`src/design/pte_pkg.sv`:
```
// Package for the polynomial term store and evaluator.
// Holds sizes, operation and status codes, controller/datapath structs and
// the circular-address helper. No dependencies.
`timescale 1ns / 1ps
`default_nettype none
package pte_pkg;

  localparam int MAX_TERMS   = 64;
  localparam int VALUE_WIDTH = 32;
  localparam int POWER_WIDTH = 8;
  localparam int AW          = $clog2(MAX_TERMS);
  localparam int CW          = $clog2(MAX_TERMS + 1);
  localparam int EW          = VALUE_WIDTH + POWER_WIDTH;

  typedef enum logic [2:0] {
    FN_APPEND   = 3'd0,
    FN_INSERT   = 3'd1,
    FN_POP_HEAD = 3'd2,
    FN_POP_TAIL = 3'd3,
    FN_DELETE   = 3'd4,
    FN_READ     = 3'd5,
    FN_EVAL     = 3'd6
  } func_t;

  typedef enum logic [1:0] {
    ST_OK    = 2'd0,
    ST_EMPTY = 2'd1,
    ST_RANGE = 2'd2,
    ST_FULL  = 2'd3
  } status_t;

  typedef struct packed {
    logic load;
    logic exec;
    logic rd_done;
    logic del_issue;
    logic del_chk;
    logic del_done;
    logic ev_issue;
    logic ev_load;
    logic ev_pow;
    logic ev_mul;
    logic ev_add;
    logic ev_done;
    logic push;
  } pte_cmd_t;

  typedef struct packed {
    logic [2:0] func;
    logic       full;
    logic       empty;
    logic       oob;
    logic       i_done;
    logic       e_zero;
    logic       out_busy;
  } pte_stat_t;

  // Physical slot of logical position off in the ring that starts at base.
  function automatic logic [AW-1:0] pte_wrap(input logic [AW-1:0] base,
                                             input logic [CW-1:0] off);
    logic [CW:0] s;
    s = (CW+1)'(base) + (CW+1)'(off);
    if (s >= (CW+1)'(MAX_TERMS)) s = s - (CW+1)'(MAX_TERMS);
    return s[AW-1:0];
  endfunction

endpackage
`default_nettype wire

```
`src/design/pte_ctrl.sv`:
```
// Controller state machine for the term store: sequences list walks and
// the evaluation loop. Depends on pte_pkg.
`timescale 1ns / 1ps
`default_nettype none
module pte_ctrl (
  input  wire logic               clk,
  input  wire logic               rst_n,
  input  wire logic               in_valid,
  output logic                    in_ready,
  input  wire pte_pkg::pte_stat_t stat,
  output pte_pkg::pte_cmd_t       cmd
);
  import pte_pkg::*;

  typedef enum logic [10:0] {
    S_IDLE    = 11'b000_0000_0001,
    S_EXEC    = 11'b000_0000_0010,
    S_RD_WAIT = 11'b000_0000_0100,
    S_DEL_RD  = 11'b000_0000_1000,
    S_DEL_CHK = 11'b000_0001_0000,
    S_EV_RD   = 11'b000_0010_0000,
    S_EV_LOAD = 11'b000_0100_0000,
    S_EV_POW  = 11'b000_1000_0000,
    S_EV_MUL  = 11'b001_0000_0000,
    S_EV_ADD  = 11'b010_0000_0000,
    S_DONE    = 11'b100_0000_0000
  } state_t;

  state_t state_r, state_nxt;

  always_ff @(posedge clk) begin
    if (!rst_n) begin
      state_r <= S_IDLE;
    end else begin
      state_r <= state_nxt;
    end
  end

  always_comb begin
    cmd       = '0;
    in_ready  = 1'b0;
    state_nxt = state_r;
    case (state_r)
      S_IDLE: begin
        in_ready = 1'b1;
        if (in_valid) begin
          cmd.load  = 1'b1;
          state_nxt = S_EXEC;
        end
      end
      S_EXEC: begin
        cmd.exec  = 1'b1;
        state_nxt = S_DONE;
        if (stat.func == FN_READ && !stat.oob) state_nxt = S_RD_WAIT;
        if (stat.func == FN_DELETE && !stat.empty) state_nxt = S_DEL_RD;
        if (stat.func == FN_EVAL) state_nxt = S_EV_RD;
      end
      S_RD_WAIT: begin
        cmd.rd_done = 1'b1;
        state_nxt   = S_DONE;
      end
      S_DEL_RD: begin
        if (stat.i_done) begin
          cmd.del_done = 1'b1;
          state_nxt    = S_DONE;
        end else begin
          cmd.del_issue = 1'b1;
          state_nxt     = S_DEL_CHK;
        end
      end
      S_DEL_CHK: begin
        cmd.del_chk = 1'b1;
        state_nxt   = S_DEL_RD;
      end
      S_EV_RD: begin
        if (stat.i_done) begin
          cmd.ev_done = 1'b1;
          state_nxt   = S_DONE;
        end else begin
          cmd.ev_issue = 1'b1;
          state_nxt    = S_EV_LOAD;
        end
      end
      S_EV_LOAD: begin
        cmd.ev_load = 1'b1;
        state_nxt   = S_EV_POW;
      end
      S_EV_POW: begin
        if (stat.e_zero) begin
          state_nxt = S_EV_MUL;
        end else begin
          cmd.ev_pow = 1'b1;
        end
      end
      S_EV_MUL: begin
        cmd.ev_mul = 1'b1;
        state_nxt  = S_EV_ADD;
      end
      S_EV_ADD: begin
        cmd.ev_add = 1'b1;
        state_nxt  = S_EV_RD;
      end
      S_DONE: begin
        if (!stat.out_busy) begin
          cmd.push  = 1'b1;
          state_nxt = S_IDLE;
        end
      end
      default: state_nxt = S_IDLE;
    endcase
  end
endmodule
`default_nettype wire

```
`config.mk`:
```
export PLATFORM = sky130hd
export DESIGN_NAME = pte_ctrl
export DESIGN_NICKNAME = d
export VERILOG_FILES = /design/src/design/pte_pkg.sv /design/src/design/pte_ctrl.sv
export SDC_FILE = /design/constraint.sdc
export NUM_CORES = 1
export LEC_CHECK = 0
export BUFFER_PORTS_ARGS = -buffer_cell sky130_fd_sc_hd__buf_4
export CAP_MARGIN = 20
export CORE_MARGIN = 4
export CORE_UTILIZATION = 48
export DETAILED_ROUTE_END_ITERATION = 16
export GPL_ROUTABILITY_DRIVEN = 1
export PLACE_DENSITY = 0.77
export SYNTH_ARGS = -nofsm -noshare
export SYNTH_HDL_FRONTEND = slang
export SYNTH_SLANG_ARGS = --single-unit
```
`constraint.sdc`:
```
create_clock -name clk -period 2.7 [get_ports clk]
set_input_delay 0.135 -clock clk [delete_from_list [all_inputs] [get_ports clk]]
set_output_delay 0.135 -clock clk [all_outputs]
set_load 0.05 [all_outputs]
```
==> results.json, run 1 <==
{
  "synth-edff-count": 0,
  "largest_reg_flops": 11,
  "synthFlopType": "dfxtp_1",
  "fin_skew_ns": 0.00350,
  "root_buffer": "clkbuf_4",
  "multi_input_comb_area_sq_um": 502,
  "hpwlAfterDp_microns": 1560,
  "dpl.cell_count": 135,
  "cp-start-kind": "flip-flop",
  "dr.pass1.iters": 4,
  "rr_worst_depth": 4,
  "hp-start": "stat[3]",
  "setup_viol": 0,
  "antenna_found_initial": 0,
  "rsz0062_at_grt": "no",
  "gp_congestion": 0.797,
  "grt_pass1_vias": 774,
  "viasPerCell": 6.13,
  "dr_total_vias": 852,
  "drv_cap": 0,
  "drt_wl_total_microns": 2030,
  "reg2reg_slack_ns": 0.63,
  "dieArea_sq_um": 2290,
  "clk_latency_ns": 0.27,
  "dieWidth_microns": 47.8,
  "synth_fp_nets": 110,
  "finalSetupTns_ns": 0,
  "num-fill-cells": 140,
  "cts_hold_buf": 0,
  "grt_max_degree": 12,
  "row_count": 14,
  "clkSinkCount": 11,
  "grt-ovfl-total": 0,
  "synth_area_sq_um": 761,
  "layout-drive-gt1-share_pct": 27.6,
  "clock_path_buffers": 2,
  "min_path_type": "primary input to flip-flop",
  "critPathCaptureType": "output pin",
  "drc": 0,
  "path_clk_slew_ns": 0.07,
  "cts_made_buffers": 3,
  "combPwrFrac_pct": 44.7,
  "core_area_sq_um": 1510,
  "yosysUniqueCellTypes": 35,
  "synth-async-reset-ratio_pct": 0,
  "nNetsFinal": 136,
  "yosysTopAreaCell": "dfxtp_1",
  "total_power_uw": 569,
  "portBuffers": 24,
  "power.internal_uw": 331,
  "start_util_pct": 50.5,
  "p_switching_uw": 238,
  "startpoint": "state_r[0]",
  "crit_type": "flip-flop to output pin",
  "synth_cells": 98,
  "p_leak_uw": 0.000440,
  "grt_first_pass_wirelength_microns": 3300,
  "critPathRequiredTime_ns": 2.57,
  "top_register": "state_r",
  "routedWlPerCell_microns": 14.6,
  "yosysWarnings": 0,
  "final_util_pct": 65.4,
  "ys_seq_elements": 11,
  "final_cells": 139,
  "grt_usage_pct": 20.7,
  "critPathMaxFanout": 8,
  "post-route-period-util_pct": 82.2,
  "synth.area.top_cells": "dfxtp_1 (29%), nor4b_1 (5.8%), nor2_1 (4.9%), nor4_1 (4.1%), nor3_1 (3.9%)",
  "cts_resized": 0,
  "num_io_pins": 26,
  "ys_seq_area_share_pct": 28.9,
  "timing.fmax_mhz": 451,
  "drt_iter0_drc": 22,
  "p_seq_share_pct": 35.0,
  "hold_depth": 2,
  "cts_setup_buffers": 0,
  "ir_drop_mv": 0.298,
  "final_antenna_net_count": 0,
  "cp.arrival_ns": 2.08,
  "cts_tree": "built",
  "r2r-start": "state_r[0]",
  "chipHeight_microns": 47.8,
  "power_density_nw_per_um2": 577,
  "synth_area_per_cell_sq_um": 7.76,
  "diodes": 0,
  "hold_viol": 0,
  "drv_slew": 0,
  "clockPowerShare_pct": 20.3,
  "h-tree-depth": 1,
  "seq_area_sq_um": 220,
  "tightest_slew_ns": 0.591,
  "reg.largest.list": "state_r x11",
  "area_growth_pct": 29.6,
  "swShare_pct": 41.8,
  "slew_headroom_pct": 60.4,
  "status": "finished clean",
  "synth_top_area_share_pct": 28.9,
  "fin_crit_ns": 2.22
}
## per-stage QoR
step | area (sq um) | hold slack (ns) | setup WS (ns)
2_1_floorplan | 773 | 0.211 | 0.267
3_3_place_gp | 960 | 0.309 | 0.656
3_5_place_dp | 960 | 0.313 | 0.633
4_1_cts | 986 | 0.0200 | 0.482
5_1_grt | 986 | 0.0191 | 0.315
6_report | 986 | 0.0262 | 0.481
## synthesized netlist by cell type (all sizes together) (2+ instances only)
master / count
dfxtp: 11
nor2: 10
nand2: 7
inv: 6
nor3: 6
nor4: 5
nor4b: 5
and3: 4
o21ai: 4
and2: 3
buf: 3
o211ai: 3
or4: 3
a2111o: 2
a31oi: 2
clkbuf: 2
nand2b: 2
nand3: 2
or3b: 2
or4b: 2
xor2: 2
## layout make-up
type,instances,share of cell area [%]
Multi-Input combinational cell,76,50.9
Sequential cell,11,22.3
Timing Repair Buffer,26,19.8
Clock buffer,4,2.66
Inverter,6,2.28
Tap cell,16,2.03
## placed cells by master (no fill, tap or decap), types with 4 or more instances in the layout
cell and count:
buf_4 26, dfxtp_1 11, nor2_1 10, nand2_1 7, nor3_1 6, inv_1 6, nor4b_1 5, nor4_1 4
and3_1 4, o21ai_0 4
## cells by family (layout without fill, tap and decap cells)
family	Yosys count	count (layout)	synth area share, %
AOI/OAI and AO/OA	16	16	15.3
xor gates and xnor gates	2	2	2.30
adders and majority gates	1	1	1.48
buffers and inverters	11	36	6.74
DFF	11	11	28.9
and+or+nand+nor	57	57	45.2
## worst max-delay path, stage by stage, from the launching register on
cell      delay [ns]
dfxtp_1         0.37
or4_1           0.65
nor3_1          0.25
nor4bb_2        0.30
buf_4           0.24
## power by group through the flow
stage          sequential [uW]  combinational (uW)  clock [uW]
6_report                   199                 254         116
5_1_grt                    203                 277         127
2_1_floorplan              184                 221           0
4_1_cts                    198                 255         119
3_5_place_dp               202                 255           0
3_3_place_gp               202                 251           0
## path summary, 6_finish.rpt
kind / end
max: cmd[0]
min: state_r[2]
max reg2reg: state_r[0]
min reg2reg: state_r[9]
## layer usage
layer / up-vias / global-route usage, % / routed length, microns
met3: 0 / 7.14 / 148
met2: 28 / 34.8 / 1000
li1: 419 / - / -
met5: - / 0 / 0
met4: 0 / 3.23 / 0
met1: 405 / 26.0 / 875
Note: power is estimated with default switching activity, not from simulation.
==> run 2: changes to the inputs <==
==> constraint.sdc (replaced) <==
create_clock -name clk -period 2.05 [get_ports clk]
set_input_delay 0.1025 -clock clk [delete_from_list [all_inputs] [get_ports clk]]
set_output_delay 0.1025 -clock clk [all_outputs]
set_load 0.05 [all_outputs]
==> run 2 against run 1 <==
Compared with the run above: first-iteration DRC count is 45% higher; register-to-register slack worse by 0.56 ns; final cell count is 6.5% higher; die area stayed put; total power is 49% higher; worst setup slack worse by 0.41 ns; clock skew is 0.0034 ns higher; sequential power is 22% higher; wire length is 15% higher; flip-flop and latch count stayed put; critical endpoint is now state_r[0]; critical path depth stayed put; largest power group unchanged; sequential share of layout area is 2.6 points lower.
==> results.json, run 2 (synthesis gave the netlist of run 1 again) <==
{
  "status": "finished clean",
  "timing.final.ws_setup_ns": 0.0718,
  "min_path_type": "primary input to flip-flop",
  "antenna_found_initial": 0,
  "row_count": 14,
  "clkSinkCount": 11,
  "final_cell_mix": "buf_4 (32), dfxtp_1 (10), nor2_1 (9)",
  "drt_iter0_drc": 32,
  "hold_viol": 0,
  "clock_path_buffers": 2,
  "finalSetupTns_ns": 0,
  "num_io_pins": 26,
  "timing.fmax_mhz": 506,
  "p_switching_uw": 351,
  "cts_made_buffers": 3,
  "grt_max_degree": 11,
  "fin_skew_ns": 0.00690,
  "reg.largest.list": "state_r x11",
  "holdWs_ns": 0.0250,
  "dr_total_vias": 914,
  "top_register": "state_r",
  "crit_type": "flip-flop to flip-flop",
  "drt_wl_total_microns": 2330,
  "cp-start-kind": "flip-flop",
  "critPathSlowestCell": "or4_4",
  "dr.pass1.iters": 4,
  "drv_slew": 0,
  "power_density_nw_per_um2": 755,
  "chipHeight_microns": 47.8,
  "combPwrFrac_pct": 52.9,
  "swShare_pct": 41.4,
  "root_buffer": "clkbuf_4",
  "final_antenna_net_count": 0,
  "portBuffers": 24,
  "slew_headroom_pct": 61.1,
  "area_growth_pct": 47.7,
  "gp_congestion": 0.815,
  "dieArea_sq_um": 2290,
  "cts_tree": "built",
  "dieWidth_microns": 47.8,
  "diodes": 0,
  "critPathRequiredTime_ns": 2.22,
  "routedWlPerCell_microns": 15.8,
  "nNetsFinal": 145,
  "power.internal_uw": 497,
  "layout-drive-gt1-share_pct": 38.6,
  "core_area_sq_um": 1510,
  "cp_top_family": "compound AO/OA/AOI/OAI gates",
  "cp_slowest_stage_delay_ns": 0.60,
  "p_seq_share_pct": 28.7,
  "largest_reg_flops": 11,
  "clockPowerShare_pct": 18.5,
  "p_leak_uw": 0.000495,
  "dpl_worst_slack_ns": 0.0642,
  "clk_latency_ns": 0.28,
  "ir_drop_mv": 0.432,
  "hpwlAfterDp_microns": 1790,
  "start_util_pct": 50.5,
  "fin_crit_ns": 1.98,
  "reg2reg_slack_ns": 0.07,
  "critPathMaxFanout": 5,
  "drv_cap": 0,
  "grt_pass1_vias": 796,
  "grt-ovfl-total": 0,
  "mostFrequentLayoutCell": "buf_4",
  "rsz0062_at_grt": "no",
  "post-route-period-util_pct": 96.5,
  "tightest_slew_ns": 0.576,
  "grt_first_pass_wirelength_microns": 3640,
  "crit_buf_inv": 0,
  "path_cells": "or4_4 -> maj3_2 -> a2111o_1 -> a31o_1",
  "grt_usage_pct": 23.2,
  "setup_viol": 0,
  "h-tree-depth": 1,
  "cp.arrival_ns": 2.14,
  "viasPerCell": 6.18,
  "cts_setup_buffers": 0,
  "path_clk_slew_ns": 0.08,
  "critPathCaptureType": "flip-flop",
  "num-fill-cells": 133,
  "drc": 0
}
[run 2: changes by cell type in the layout (fill, tap and decap cells not counted), sizes merged]
cell	delta
buf	+7
dlygate4sd3	+2
[run 2: power by group through the flow]
stage,logic [uW],clock network [uW],registers [uW]
2_1_floorplan,304,0,243
3_3_place_gp,412,0,247
3_5_place_dp,421,0,247
4_1_cts,435,157,242
5_1_grt,479,175,245
6_report,448,157,243
[run 2: worst paths after layout]
kind,from,endpoint,cells past startpoint
setup / recovery,state_r[0],state_r[0],4
hold / removal,stat[2],state_r[6],2
setup reg to reg,state_r[0],state_r[0],4
hold reg to reg,state_r[8],state_r[9],2
[run 2: what timing repair did]
item / CTS / global route
setup endpoints to repair: 2 / 5
hold buffers: 1 / 1
pin swaps: 0 / 0
endpoints found under the hold margin: 1 / 1
resized for setup: 4 / 6
[run 2: per-stage QoR]
step	power [uW]	cell area (sq um)	util, %	std cells
2_1_floorplan	547	800	-	98
3_3_place_gp	658	1050	69.4	143
3_5_place_dp	668	1050	69.4	143
4_1_cts	834	1100	72.8	148
5_1_grt	899	1120	74.6	148
6_report	849	1120	74.6	148
[run 2: worst reg2reg max path, cell delays in order (launching register included)]
cell	delay [ns]
dfxtp_1	0.32
or4_4	0.60
maj3_2	0.34
a2111o_1	0.38
a31o_1	0.23
[run 2: layer usage]
metal  global-route usage (%)  vias up  routed length, microns
met5                        0        -                       0
met2                     35.9       37                    1180
met4                     13.4        0                      74
met1                     29.6      431                     917
met3                     4.51        8                     157
li1                         -      438                       -
[run 2: layout make-up]
type	instances	area (sq um)	share of cell area, %
Tap cell	16	20.0	1.78
Sequential cell	11	221	19.7
Timing Repair Buffer	35	272	24.2
Inverter	6	22.5	2.00
Clock buffer	4	26.3	2.34
Multi-Input combinational cell	76	562	50.0
